==> config.mk <==
export PLATFORM = sky130hd
export DESIGN_NAME = bir_blend
export DESIGN_NICKNAME = d
export VERILOG_FILES = /design/src/assert_macros.svh /design/src/bir_pkg.sv /design/src/bir_blend.sv
export SDC_FILE = /design/constraint.sdc
export NUM_CORES = 2
export LEC_CHECK = 0
export ABC_AREA = 1
export BUFFER_PORTS_ARGS = -buffer_cell sky130_fd_sc_hd__buf_2
export CORE_MARGIN = 10
export CORE_UTILIZATION = 40
export CTS_CLUSTER_DIAMETER = 120
export CTS_CLUSTER_SIZE = 28
export DETAILED_ROUTE_END_ITERATION = 8
export PLACE_DENSITY = 0.62
export SKIP_CTS_REPAIR_TIMING = 1
export SYNTH_ARGS = -nofsm -noshare
export SYNTH_HDL_FRONTEND = slang
export SYNTH_SLANG_ARGS = --single-unit
==> constraint.sdc <==
create_clock -name clk -period 10.7 [get_ports clk]
set_clock_uncertainty 0.2 [all_clocks]
set_input_delay 2.14 -clock clk [delete_from_list [all_inputs] [get_ports clk]]
set_output_delay 2.14 -clock clk [all_outputs]
set_load 0.02 [all_outputs]
==> src/assert_macros.svh <==
// Assertion macros shared by the resampler RTL.
// Needs clk and rst in the scope of the module that uses them.
`ifndef ASSERT_MACROS_SVH
`define ASSERT_MACROS_SVH
`ifndef SYNTHESIS
`define BIR_ASSERT(lbl, expr) \
  lbl: assert property (@(posedge clk) disable iff (rst) (expr)) \
    else $error("resampler assertion failed");
`define BIR_ASSERT_IMPL(lbl, ante, cons) \
  lbl: assert property (@(posedge clk) disable iff (rst) (ante) |-> (cons)) \
    else $error("resampler assertion failed");
`define BIR_ASSERT_NEXT(lbl, ante, cons) \
  lbl: assert property (@(posedge clk) disable iff (rst) (ante) |=> (cons)) \
    else $error("resampler assertion failed");
`else
`define BIR_ASSERT(lbl, expr)
`define BIR_ASSERT_IMPL(lbl, ante, cons)
`define BIR_ASSERT_NEXT(lbl, ante, cons)
`endif
`endif

==> src/bir_pkg.sv <==
// Shared constants and types of the bilinear resampler.
// No dependencies; used by every module of the block.
package bir_pkg;

  localparam int MAX_SRC_WIDTH_DEF  = 256;
  localparam int MAX_SRC_HEIGHT_DEF = 256;
  localparam int NUM_CHANNELS_DEF   = 4;

  localparam int CFG_IW   = 4;
  localparam int CFG_DW   = 25;
  localparam int SIZE_W   = 9;
  localparam int SCALE_W  = 25;
  localparam int POS_W    = 10;
  localparam int CH_W     = 2;
  localparam int SAMP_W   = 8;
  localparam int FRAC_W   = 16;
  localparam int FIX_W    = 38;
  localparam int CELL_W   = FIX_W - FRAC_W;
  localparam int WGT_W    = FRAC_W + 1;
  localparam int ROW_W    = SAMP_W + FRAC_W;
  localparam int ACC_W    = ROW_W + FRAC_W + 1;

  localparam logic [WGT_W-1:0] ONE_Q16  = WGT_W'(65536);
  localparam logic [FIX_W-1:0] HALF_Q16 = FIX_W'(32768);
  localparam logic [ACC_W-1:0] ROUND_Q32 = ACC_W'(64'h8000_0000);

  typedef enum logic [CFG_IW-1:0] {
    REG_SOURCE_WIDTH  = 4'd0,
    REG_SOURCE_HEIGHT = 4'd1,
    REG_SCALE_X       = 4'd2,
    REG_SCALE_Y       = 4'd3
  } cfg_reg_t;

  // Per-item control that rides along the pipeline.
  typedef struct packed {
    logic is_sample;
    logic flag;   // write ignored, or sample on a channel that does not exist
  } item_ctl_t;

endpackage

==> src/bir_blend.sv <==
// Horizontal then vertical weighting of the four neighbours, with rounding,
// into the output register. Depends on bir_pkg.
module bir_blend (
  input  logic                       clk,
  input  logic                       en_row,
  input  logic                       en_out,
  input  bir_pkg::item_ctl_t         ctl,
  input  logic [bir_pkg::FRAC_W-1:0] tx,
  input  logic [bir_pkg::FRAC_W-1:0] ty,
  input  logic [bir_pkg::SAMP_W-1:0] v00,
  input  logic [bir_pkg::SAMP_W-1:0] v10,
  input  logic [bir_pkg::SAMP_W-1:0] v01,
  input  logic [bir_pkg::SAMP_W-1:0] v11,
  output logic                       is_sample,
  output logic [bir_pkg::SAMP_W-1:0] sample_out,
  output logic                       out_of_range
);
  import bir_pkg::*;

  logic [WGT_W-1:0] inv_tx;
  logic [WGT_W-1:0] inv_ty;
  logic [ROW_W-1:0] top, bot;
  logic [FRAC_W-1:0] ty_r;
  item_ctl_t        ctl_r;
  logic [ACC_W-1:0] acc;

  assign inv_tx = ONE_Q16 - WGT_W'(tx);
  assign inv_ty = ONE_Q16 - WGT_W'(ty_r);

  always_ff @(posedge clk) begin
    if (en_row) begin
      top   <= ROW_W'(v00 * inv_tx + v10 * WGT_W'(tx));
      bot   <= ROW_W'(v01 * inv_tx + v11 * WGT_W'(tx));
      ty_r  <= ty;
      ctl_r <= ctl;
    end
  end

  // The weighted sum never exceeds 255 in Q.32, so no saturation is needed.
  assign acc = ACC_W'(top * inv_ty) + ACC_W'(bot * WGT_W'(ty_r)) + ROUND_Q32;

  always_ff @(posedge clk) begin
    if (en_out) begin
      is_sample    <= ctl_r.is_sample;
      sample_out   <= (ctl_r.is_sample && !ctl_r.flag) ? acc[ACC_W-2 -: SAMP_W] : '0;
      out_of_range <= !ctl_r.is_sample && ctl_r.flag;
    end
  end

endmodule

==> results.txt <==
Status -> completed
Met1 usage -> 0.245
Syn Nets -> 7251
EDFF count, synth -> 76
Worst hold endpoint -> is_sample
Worst EP required -> 10660 ps
WHS Path Cells -> 0
Die width -> 360 µm
Fin crit period -> 8980 ps
Num CTS Buffers -> 9
Largest net degree at the start of global routing -> 56
Routed WL -> 131 mm
Crit path largest cell delay -> 580 ps
Drt pass-1 iters -> 6
Routability Congestion -> 0.915
GR Util met2 -> 0.365
Commonest non-fill, non-tap cell in the layout -> inv_1
Setup TNS -> 0 ps
#FFs+latches synth -> 76
Area after DPL -> 0.0476 mm²
Cell taking the most area after synthesis -> fa_1
Routed vias/inst -> 4.95
First-pass GRT wire length -> 209 mm
Sequential fraction of the synthesis area -> 0.0495
Row count -> 124
Slowest library cell on the worst path -> buf_2
Post-route cell area -> 0.0480 mm²
Reg-to-Reg Start -> ty_r[1]
Die area -> 0.129 mm²
Largest cells by area after synthesis -> fa_1 (49%), inv_1 (14%), nand2_1 (11%)
Root Buffer -> clkbuf_16
Hold crit path type -> reg -> reg
Vias -> 35000
Area Growth Syn to Fin -> 4.01%
H-tree levels -> 3
Measured slew at the worst slew-check pin -> 1070 ps
I/O Buffers -> 78
CP Launch Type -> input pin
Max_cap viols -> 0
Final Setup Violations -> 0
Grt peak-use layer -> met2
Die Y -> 360 µm
Worst Setup End Kind -> register
Ys Warns -> 0
Worst-case reg-to-reg path depth -> 32
Most used cell, CP -> nand2_1
DRC -> 0
CTS tree -> built
Top_reg_cell synth -> edfxtp_1
Mean post-synth cell area -> 8.12 µm²
Core area -> 0.114 mm²
Max clock buf depth -> 2
Total gr overflow -> 0
DRT antenna net count -> 0
Initial Util -> 0.403
Mapped Cells -> 5682
Worst setup path class -> in -> reg
Max-slew headroom -> 0.289
F_max -> 111 MHz
Max-slew violation count -> 0
Final Util -> 0.419
Clock slew at the register clock pins of the worst setup and hold paths -> 80 ps
Unique masters post-synth -> 50
Final hold vios -> 0
Initial DRC count -> 2185
Reg-to-reg setup timing slack -> 1720 ps
Pre-CTS setup slack -> 1340 ps
Hold_sp -> ctl_r[1]
Share of cells above drive strength 1 -> 0.0333
Most frequent cells in the layout -> inv_1 (1732), nand2_1 (1313), fa_1 (1131)
Final nets -> 7123
Clock Latency Late Sink -> 410 ps
Vias in the first global route -> 38100
DR WL/cell -> 18.5 µm
Initial antenna violation count -> 7
Mapped Area -> 0.0461 mm²
Area share of the largest cell type after synthesis -> 0.491
Min setup slack post-route -> 1720 ps
Tcrit/Tclk final -> 0.839
R2R Path End -> sample_out[6]
Layout fillers -> 11500
Critical Path AT -> 8940 ps
GRT Overall Usage -> 0.204
RSZ-0062 raised after global routing -> false
Final HPWL DP -> 111 mm
Critical-path maximum fanout -> 34
Clock Sinks -> 76
Async SR Flop Fraction -> 0
Io pins -> 79
M3 GR Usage -> 0.0288
-- per-layer routing --
layer  wire (µm)  part of all wire
met5          66           0.00051
met4        5670             0.043
met3        8190             0.063
met2       66500              0.51
met1       50100              0.38
-- cell type report --
class / instances / area (µm²) / area share
Clock inverter: 7 / 98.8 / 0.00206
Antenna cell: 1 / 2.50 / 0.0000522
Multi-Input combinational cell: 3602 / 36200 / 0.755
Clock buffer: 9 / 225 / 0.00470
Tap cell: 1512 / 1890 / 0.0394
Timing Repair Buffer: 112 / 648 / 0.0135
Sequential cell: 76 / 2280 / 0.0476
Inverter: 1753 / 6590 / 0.137
-- how the worst max path moves through the flow --
stage / slack, ps / cells after the start / end / start
floorplan: 2100 / 33 / bot[20] / tx[0]
global placement: 1440 / 29 / bot[23] / tx[0]
detailed placement: 1340 / 31 / bot[20] / tx[0]
CTS: 1750 / 31 / bot[20] / tx[0]
global route: 1230 / 32 / sample_out[6] / ty_r[1]
finish: 1720 / 31 / bot[20] / tx[0]
-- synthesized netlist by cell type, types with 5 or more instances --
master / n
inv_1: 1732
nand2_1: 1313
fa_1: 1131
nor2_1: 384
ha_1: 369
clkbuf_1: 209
nand3_1: 101
a21oi_1: 83
edfxtp_1: 76
o21ai_0: 51
xor2_1: 36
nand4_1: 20
buf_2: 18
nor2_4: 17
buf_1: 16
inv_2: 14
xnor2_1: 14
nor3_1: 12
a21o_1: 11
nand3b_1: 7
nor4_1: 7
clkinv_1: 5
nand2_2: 5
o21bai_1: 5
-- flip-flops by register name, indices dropped and copies added (netlist names) --
| name | flops |
|---|---|
| is_sample | 1 |
| ty_r | 16 |
| bot | 24 |
| out_of_range | 1 |
| top | 24 |
| sample_out | 8 |
| ctl_r | 2 |
-- per-stage QoR --
step | instances | hold slack, ps
finish | 7072 | 294
global route | 7072 | 331
CTS | 7071 | 299
detailed placement | 7055 | 278
global placement | 7055 | 257
floorplan | 5682 | 251
-- worst max-delay path: cells and delay by family --
kind,cells,cell delay [ps]
adder cells (fa/ha/maj),8,3660
buffers and inverters,6,1400
AO/OA/AOI/OAI,4,610
AND/OR/NAND/NOR,13,1110
-- logic make-up (layout without fill, tap and decap cells) --
logic type / after synthesis / count (layout) / share of synthesized area
buf+inv: 2004 / 1881 / 0.165
simple gates: 1891 / 1891 / 0.166
fa+ha+maj: 1500 / 1500 / 0.591
compound gates: 161 / 161 / 0.0190
flops: 76 / 76 / 0.0495
xor+xnor: 50 / 50 / 0.00950
other cells: 0 / 1 / 0
Power is left out: the tool's default activity adds up to more than one toggle a clock period on the data nets, which glitch-free logic cannot reach.
