===== src/assert_macros.svh =====
// Assertion macros shared by the resampler RTL.
// Needs clk and rst in the scope of the module that uses them.
`ifndef ASSERT_MACROS_SVH
`define ASSERT_MACROS_SVH
`ifndef SYNTHESIS
`define BIR_ASSERT(lbl, expr) \
  lbl: assert property (@(posedge clk) disable iff (rst) (expr)) \
    else $error("resampler assertion failed");
`define BIR_ASSERT_IMPL(lbl, ante, cons) \
  lbl: assert property (@(posedge clk) disable iff (rst) (ante) |-> (cons)) \
    else $error("resampler assertion failed");
`define BIR_ASSERT_NEXT(lbl, ante, cons) \
  lbl: assert property (@(posedge clk) disable iff (rst) (ante) |=> (cons)) \
    else $error("resampler assertion failed");
`else
`define BIR_ASSERT(lbl, expr)
`define BIR_ASSERT_IMPL(lbl, ante, cons)
`define BIR_ASSERT_NEXT(lbl, ante, cons)
`endif
`endif


===== src/bir_pkg.sv =====
// Shared constants and types of the bilinear resampler.
// No dependencies; used by every module of the block.
package bir_pkg;

  localparam int MAX_SRC_WIDTH_DEF  = 256;
  localparam int MAX_SRC_HEIGHT_DEF = 256;
  localparam int NUM_CHANNELS_DEF   = 4;

  localparam int CFG_IW   = 4;
  localparam int CFG_DW   = 25;
  localparam int SIZE_W   = 9;
  localparam int SCALE_W  = 25;
  localparam int POS_W    = 10;
  localparam int CH_W     = 2;
  localparam int SAMP_W   = 8;
  localparam int FRAC_W   = 16;
  localparam int FIX_W    = 38;
  localparam int CELL_W   = FIX_W - FRAC_W;
  localparam int WGT_W    = FRAC_W + 1;
  localparam int ROW_W    = SAMP_W + FRAC_W;
  localparam int ACC_W    = ROW_W + FRAC_W + 1;

  localparam logic [WGT_W-1:0] ONE_Q16  = WGT_W'(65536);
  localparam logic [FIX_W-1:0] HALF_Q16 = FIX_W'(32768);
  localparam logic [ACC_W-1:0] ROUND_Q32 = ACC_W'(64'h8000_0000);

  typedef enum logic [CFG_IW-1:0] {
    REG_SOURCE_WIDTH  = 4'd0,
    REG_SOURCE_HEIGHT = 4'd1,
    REG_SCALE_X       = 4'd2,
    REG_SCALE_Y       = 4'd3
  } cfg_reg_t;

  // Per-item control that rides along the pipeline.
  typedef struct packed {
    logic is_sample;
    logic flag;   // write ignored, or sample on a channel that does not exist
  } item_ctl_t;

endpackage


===== src/bir_coord.sv =====
// Maps a destination position into source space, x and y in parallel.
// Depends on bir_pkg.
module bir_coord (
  input  logic                          clk,
  input  logic                          en,
  input  logic [bir_pkg::POS_W-1:0]     pos_x,
  input  logic [bir_pkg::POS_W-1:0]     pos_y,
  input  logic [bir_pkg::SCALE_W-1:0]   scale_x,
  input  logic [bir_pkg::SCALE_W-1:0]   scale_y,
  output logic signed [bir_pkg::CELL_W-1:0] cell_x,
  output logic signed [bir_pkg::CELL_W-1:0] cell_y,
  output logic [bir_pkg::FRAC_W-1:0]    frac_x,
  output logic [bir_pkg::FRAC_W-1:0]    frac_y
);
  import bir_pkg::*;

  logic [FIX_W-1:0] fx;
  logic [FIX_W-1:0] fy;

  // Q.16 position minus one half; a negative value wraps to cell -1 with the
  // right fraction in the low bits.
  always_ff @(posedge clk) begin
    if (en) begin
      fx <= FIX_W'(pos_x * scale_x) + FIX_W'(scale_x >> 1) - HALF_Q16;
      fy <= FIX_W'(pos_y * scale_y) + FIX_W'(scale_y >> 1) - HALF_Q16;
    end
  end

  assign cell_x = $signed(fx[FIX_W-1:FRAC_W]);
  assign cell_y = $signed(fy[FIX_W-1:FRAC_W]);
  assign frac_x = fx[FRAC_W-1:0];
  assign frac_y = fy[FRAC_W-1:0];

endmodule


===== config.mk =====
export PLATFORM = sky130hd
export DESIGN_NAME = bir_coord
export DESIGN_NICKNAME = d
export VERILOG_FILES = /design/src/assert_macros.svh /design/src/bir_pkg.sv /design/src/bir_coord.sv
export SDC_FILE = /design/constraint.sdc
export NUM_CORES = 1
export LEC_CHECK = 0
export BUFFER_PORTS_ARGS = -buffer_cell sky130_fd_sc_hd__buf_4
export CORE_ASPECT_RATIO = 1.2
export CORE_UTILIZATION = 58
export CTS_BUF_LIST = sky130_fd_sc_hd__clkbuf_16
export CTS_CLUSTER_DIAMETER = 150
export DETAILED_ROUTE_END_ITERATION = 6
export HOLD_SLACK_MARGIN = 0.15
export PLACE_DENSITY = 0.8
export SYNTH_ARGS = -nofsm -noshare
export SYNTH_HDL_FRONTEND = slang
export SYNTH_SLANG_ARGS = --single-unit

===== constraint.sdc =====
create_clock -name clk -period 4.95 [get_ports clk]
set_input_delay 0 -clock clk [delete_from_list [all_inputs] [get_ports clk]]
set_output_delay 0 -clock clk [all_outputs]
set_load 0.005 [all_outputs]

==> flow_metrics.env, run 1 <==
export IMPL_most_common_layout_cells="inv_1 (575), nand2_1 (417), fa_1 (412)"
export IMPL_slowest_stage="fa_1"
export IMPL_worstMarginPinSlew_ns=1.04
export IMPL_whs_ns=0.285
export IMPL_clkTransAtPathRegs_ns=0.06
export IMPL_ys_ff_latch=74
export IMPL_die_h_um=209
export IMPL_diodes=0
export IMPL_slew_violations=0
export IMPL_path_class="in2reg"
export IMPL_core_sq_mm=0.0351
export IMPL_finalSetupViolCount=0
export IMPL_rows=75
export IMPL_cts_htree_levels=3
export IMPL_yosysTopAreaCell="fa_1"
export IMPL_cpMostUsedCell="fa_1"
export IMPL_cap_viol_max_count=0
export IMPL_cts_tree="done"
export IMPL_vias_per_cell=5.37
export IMPL_area_delta_synth_final_pct=17.0
export IMPL_hold_path_class="in2reg"
export IMPL_grt_pass1_vias=17992
export IMPL_nNetsFinal=3303
export IMPL_drt_total_wl_um=50000
export IMPL_synth_cell_types=65
export IMPL_start_util_pct=59.1
export IMPL_dpl_hpwl_um=43500
export IMPL_grt_pass1_wl_um=84100
export IMPL_endpoint="fx[33]"
export IMPL_critPathBufInv=5
export IMPL_die_width_um=175
export IMPL_design_die_area_sq_mm=0.0365
export IMPL_clkSinkCount=74
export IMPL_synth_cells=2325
export IMPL_ant_nets=0
export IMPL_grt_start_max_net_pins=75
export IMPL_synth_top_cell_area_share_pct=39.8
export IMPL_cts_buffers_inserted=9
export IMPL_fillers=2634
export IMPL_slew_headroom_pct=30.5
export IMPL_clock_fmax_ghz=0.206
export IMPL_wire_per_inst_um=16.3
export IMPL_ys_flop_type="edfxtp_1"
export IMPL_hold_violations=0
export IMPL_crit_start="scale_x[7]"
export IMPL_drt_pass1_iter_count=6
export IMPL_layout_cells_most_common="inv_1"
export IMPL_seq_area_sq_mm=0.00222
export IMPL_ys_top_cells_by_area="fa_1 (40%), ha_1 (13%), edfxtp_1 (11%)"
export IMPL_grt_overflow=0
export IMPL_track_usage_pct=29.0
export IMPL_port_buffer_count=147
export IMPL_multi_input_area_sq_mm=0.0161
export IMPL_num_vias=16496
export IMPL_max_stage_delay_ns=0.53
export IMPL_io_pins=148
export IMPL_cp_depth=19
export IMPL_cp_max_fo=7
export IMPL_drive_gt1_share_pct=16.4
export IMPL_syn_nets=3023
export IMPL_fin_crit_ns=4.84
export IMPL_synthArstFlopShare_pct=0
export IMPL_max_clock_path_buffers=2
export IMPL_syn_area_sq_mm=0.0207
export IMPL_place_congestion=0.911
export IMPL_synth_edf_count=74
export IMPL_critPathTopFamily="adder cells"
export IMPL_required_ns=5.06
export IMPL_ys_seq_area_share_pct=10.7
export IMPL_status="finished clean"
export IMPL_cp_arrival_ns=4.95
export IMPL_cp_start_kind="primary input"
export IMPL_synth_warnings=0
export IMPL_tns_ns=0
export IMPL_drt_initial_drc_count=888
export IMPL_antenna_found_initial=0
export IMPL_period_share_pct=97.9
export IMPL_drc=0
export IMPL_worstPathCellList="buf_4 -> nand2_1 -> fa_1 -> inv_1 -> fa_1 -> inv_1 -> fa_1 -> inv_1 -> fa_1 -> fa_1 -> ha_4 -> buf_4 -> o211ai_2 -> a21oi_2 -> o211ai_2 -> a211o_1 -> a2111oi_4 -> nor3b_1 -> a311o_1"
export IMPL_synth_area_per_cell_sq_um=8.92
export IMPL_clockRootBuffer="clkbuf_16"
export IMPL_cp_end_kind="flop"
==> final cells by class <==
class / instances / share of cell area [%]
multi-input combinational: 1565 / 66.1
timing repair buffer: 380 / 12.1
sequential: 74 / 9.15
inverter: 575 / 8.89
tap: 462 / 2.38
clock buffer: 9 / 0.928
clock inverter: 7 / 0.417
==> cells in the mapped netlist (all sizes together) (2+ instances only) <==
master and number:
a2111oi 4, a211o 4, a211oi 12, a21o 32
a21oi 68, a221o 2, a311o 2, a31oi 4
and2 124, and3 6, and4 5, buf 9
clkbuf 102, edfxtp 74, fa 412, ha 214
inv 575, mux2i 3, nand2 419, nand2b 13
nand3 15, nand4 9, nor2 35, nor2b 4
nor3 14, nor3b 4, nor4 2, o211a 4
o211ai 9, o21a 4, o21ai 39, o21bai 14
o221ai 2, o22ai 5, o311ai 2, o31a 2
o31ai 3, or2 4, or3 5, xnor2 37
xor2 17
==> per-stage QoR <==
step                      utilization, %  instance area [sq um]  std cells  worst slack, ns
final                               69.2                  24300       3072            0.105
after global routing                69.2                  24300       3072          -0.0633
after CTS                           68.7                  24100       3069           0.0814
after detailed placement            67.6                  23700       3047           -0.311
after global placement              67.6                  23700       3047           -0.289
after floorplan                        -                  20900       2325          -0.0385
==> sequential cells by signal, summed over array words and instances (netlist names) <==
register,flops
fx,37
fy,37
==> worst min-delay path by stage <==
stage	from	end	slack, ns	depth (start not counted)
after global routing	scale_y[2]	fy[1]	0.30	4
after global placement	scale_y[1]	fy[0]	0.36	2
after CTS	scale_y[2]	fy[1]	0.28	4
final	en	fx[23]	0.28	1
after detailed placement	scale_y[1]	fy[0]	0.39	2
after floorplan	en	fx[0]	0.11	0
==> layer usage <==
layer / wire length (um) / vias to the layer above / share of wire [%] / track usage, %
li1: - / 7557 / - / -
met1: 18900 / 8267 / 38 / 33.7
met2: 26000 / 533 / 52 / 52.5
met3: 2810 / 139 / 5.6 / 4.06
met4: 2300 / 0 / 4.6 / 13.3
met5: 0 / - / 0 / 0
==> kinds of logic (layout without fill, tap and decap cells) <==
logic type	after synthesis	count (layout)	synth area share [%]
muxes	3	3	0.145
AOI/OAI and AO/OA	219	219	7.19
xor gates and xnor gates	54	54	2.28
DFF	74	74	10.7
and+or+nand+nor	663	663	14.5
adders and majority gates	626	626	52.7
buffers and inverters	686	971	12.5
==> what timing repair did <==
action / CTS / global route
hold buffers: 6 / 0
setup buffers: 0 / 3
gates resized for setup: 0 / 33
setup endpoints to repair: 0 / 22
endpoints found under the hold margin: 4 / 0
Power of run 1 is not shown: default switching activity piles up to over one toggle a cycle in this logic, so the estimate is an artifact.
==> run 2: changes to the inputs <==
Settings changed: ABC_AREA set to 1, CAP_MARGIN set to 20.
==> run 2 against run 1 <==
Net effect:
- sequential cell count stayed put
- die area rose by 4.6%
- hold slack worse by 0.080 ns
- utilization is 5.6 points lower
- largest cell class unchanged
- first-iteration DRC count is 30% higher
- non-clock buffer count decreased by 218
- final area down 3.4%
- area after synthesis is 4.7% higher
- routed wire length is 11% higher
- via count rose by 7.7%
==> flow_metrics.env, run 2 <==
export IMPL_status="finished clean"
export IMPL_drt_pass1_iter_count=6
export IMPL_stdcell_area_sq_mm=0.0235
export IMPL_syn_area_sq_mm=0.0217
export IMPL_globalRouteMet1Util_pct=35.3
export IMPL_synth_edf_count=74
export IMPL_max_stage_delay_ns=0.53
export IMPL_port_buffer_count=147
export IMPL_ys_top_cells_by_area="fa_1 (38%), inv_1 (14%), nand2_1 (14%)"
export IMPL_die_h_um=214
export IMPL_synthArstFlopShare_pct=0
export IMPL_clockRootBuffer="clkbuf_16"
export IMPL_nNetsFinal=3586
export IMPL_drc=0
export IMPL_worstMarginPinSlew_ns=1.10
export IMPL_ys_ff_latch=74
export IMPL_slowest_stage="dlygate4sd3_1"
export IMPL_hold_end="fy[1]"
export IMPL_hold_path_class="in2reg"
export IMPL_grt_pass1_vias=19340
export IMPL_design_die_area_sq_mm=0.0382
export IMPL_most_common_layout_cells="inv_1 (839), nand2_1 (817), fa_1 (412)"
export IMPL_fin_crit_ns=4.78
export IMPL_wire_per_inst_um=16.5
export IMPL_core_sq_mm=0.0369
export IMPL_synth_top_family_by_area="adder cells"
export IMPL_dpl_hpwl_um=47100
export IMPL_place_congestion=0.946
export IMPL_period_share_pct=96.6
export IMPL_start_util_pct=58.9
export IMPL_cts_tree="done"
export IMPL_path_class="in2reg"
export IMPL_largestRegisters="fx (37), fy (37)"
export IMPL_grtUsageMet2_pct=57.9
export IMPL_clkSinkCount=74
export IMPL_cpMostUsedCell="nand2_1"
export IMPL_drive_gt1_share_pct=7.74
export IMPL_yosysTopAreaCell="fa_1"
export IMPL_die_width_um=179
export IMPL_clock_fmax_ghz=0.209
export IMPL_syn_nets=3525
export IMPL_ys_seq_area_share_pct=10.2
export IMPL_ant_nets=0
export IMPL_synthAdderAreaFrac_pct=50.3
export IMPL_grt_met3_usage_pct=3.23
export IMPL_dp_slack_ns=-0.0216
export IMPL_synth_cells=2827
export IMPL_rows=77
export IMPL_slew_headroom_pct=26.9
export IMPL_synth_xor_area_share_pct=1.29
export IMPL_diodes=0
export IMPL_drt_initial_drc_count=1157
export IMPL_synthMuxAreaShare_pct=0
export IMPL_synth_area_per_cell_sq_um=7.68
export IMPL_placed_area_sq_mm=0.0231
export IMPL_cts_buffers_inserted=9
export IMPL_cp_arrival_ns=4.88
export IMPL_cp_max_fo=11
export IMPL_hold_start="pos_y[1]"
export IMPL_max_clock_path_buffers=2
export IMPL_grt_start_max_net_pins=75
export IMPL_area_delta_synth_final_pct=8.04
export IMPL_antenna_found_initial=0
export IMPL_grt_pass1_wl_um=93000
export IMPL_hold_violations=0
export IMPL_cp_start_kind="primary input"
export IMPL_holdPathStages=4
export IMPL_setup_ws_ns=0.171
export IMPL_num_vias=17760
export IMPL_clkTransAtPathRegs_ns=0.06
export IMPL_cp_end_kind="flop"
export IMPL_track_usage_pct=31.3
export IMPL_ys_flop_type="edfxtp_1"
export IMPL_worstPathCellList="dlygate4sd3_1 -> buf_4 -> nand2_1 -> fa_1 -> fa_1 -> inv_1 -> fa_1 -> fa_1 -> inv_1 -> fa_1 -> inv_1 -> ha_1 -> nand2_1 -> nor2_1 -> nand2_1 -> nand2_1 -> nand2_1 -> nand2_1 -> nand2_1 -> nand3_1 -> nand2_1"
export IMPL_cts_htree_levels=3
export IMPL_finalSetupViolCount=0
export IMPL_final_util_pct=63.6
export IMPL_synth_warnings=0
export IMPL_critPathTopFamily="adder cells"
export IMPL_layout_cells_most_common="inv_1"
export IMPL_required_ns=5.05
export IMPL_rsz0062_at_grt="false"
export IMPL_synth_common_cells="inv_1 (839), nand2_1 (818), fa_1 (412), ha_1 (214), clkbuf_1 (97)"
export IMPL_synth_cell_types=27
export IMPL_synthSimpleGateAreaFrac_pct=18.8
export IMPL_slew_violations=0
export IMPL_grt_overflow=0
export IMPL_cap_viol_max_count=0
export IMPL_synth_compound_area_share_pct=2.94
export IMPL_layout_cells_non_filler=3367
export IMPL_top_usage_layer="met2"
export IMPL_critPathBufInv=5
export IMPL_synth_top_cell_area_share_pct=38.0
export IMPL_drt_total_wl_um=55600
export IMPL_io_pins=148
export IMPL_yosysMostFrequentCell="inv_1"
export IMPL_vias_per_cell=5.27
export IMPL_place_inst=3345
-- run 2: kinds of logic (layout without fill, tap and decap cells) --
logic type,count (synthesis),count (layout)
buffers and inverters,951,1017
AOI/OAI and AO/OA,123,123
adders and majority gates,626,626
xor gates and xnor gates,32,32
and+or+nand+nor,1021,1021
DFF,74,74
-- run 2: metrics by stage --
step	hold slack [ns]	setup TNS (ns)
2_1_floorplan	0.112	0
4_1_cts	0.191	0
6_report	0.205	0
3_5_place_dp	0.400	-0.0216
5_1_grt	0.234	0
3_3_place_gp	0.397	0
-- run 2: worst max path at each step --
| stage | startpoint | end | slack [ns] | depth (start not counted) |
|---|---|---|---|---|
| floorplan | pos_y[1] | fy[31] | 0.35 | 24 |
| global placement | pos_y[2] | fy[31] | 0.08 | 21 |
| detailed placement | pos_y[2] | fy[32] | -0.02 | 22 |
| CTS | scale_y[1] | fy[35] | 0.20 | 21 |
| global route | scale_y[1] | fy[32] | 0.01 | 22 |
| finish | scale_y[1] | fy[31] | 0.17 | 21 |
-- run 2: routing by layer --
layer,share of wire (%),wire [um]
met1,36,20000
met2,54,30100
met3,5.2,2870
met4,4.8,2650
met5,0,0
-- run 2: layout make-up --
class	count	area, sq um
clock buffer	9	225
clock inverter	7	124
fill	3153	13400
inverter	839	3150
multi-input combinational	1802	15900
sequential	74	2220
tap	474	593
timing repair buffer	162	1230
-- run 2: tightest hold or removal path, stage by stage --
cell and delay, ns:
buf_4 0.20, nand2_1 0.07, inv_1 0.06, ha_1 0.12
-- run 2: timing repair --
action                                  in CTS  in global routing
hold buffers                                 5                  0
buffers inserted                             0                  1
resized for setup                            0                  1
endpoints found under the setup margin       0                  1
hold endpoints to repair                     3                  0
Power of run 2 is left out for the same reason.
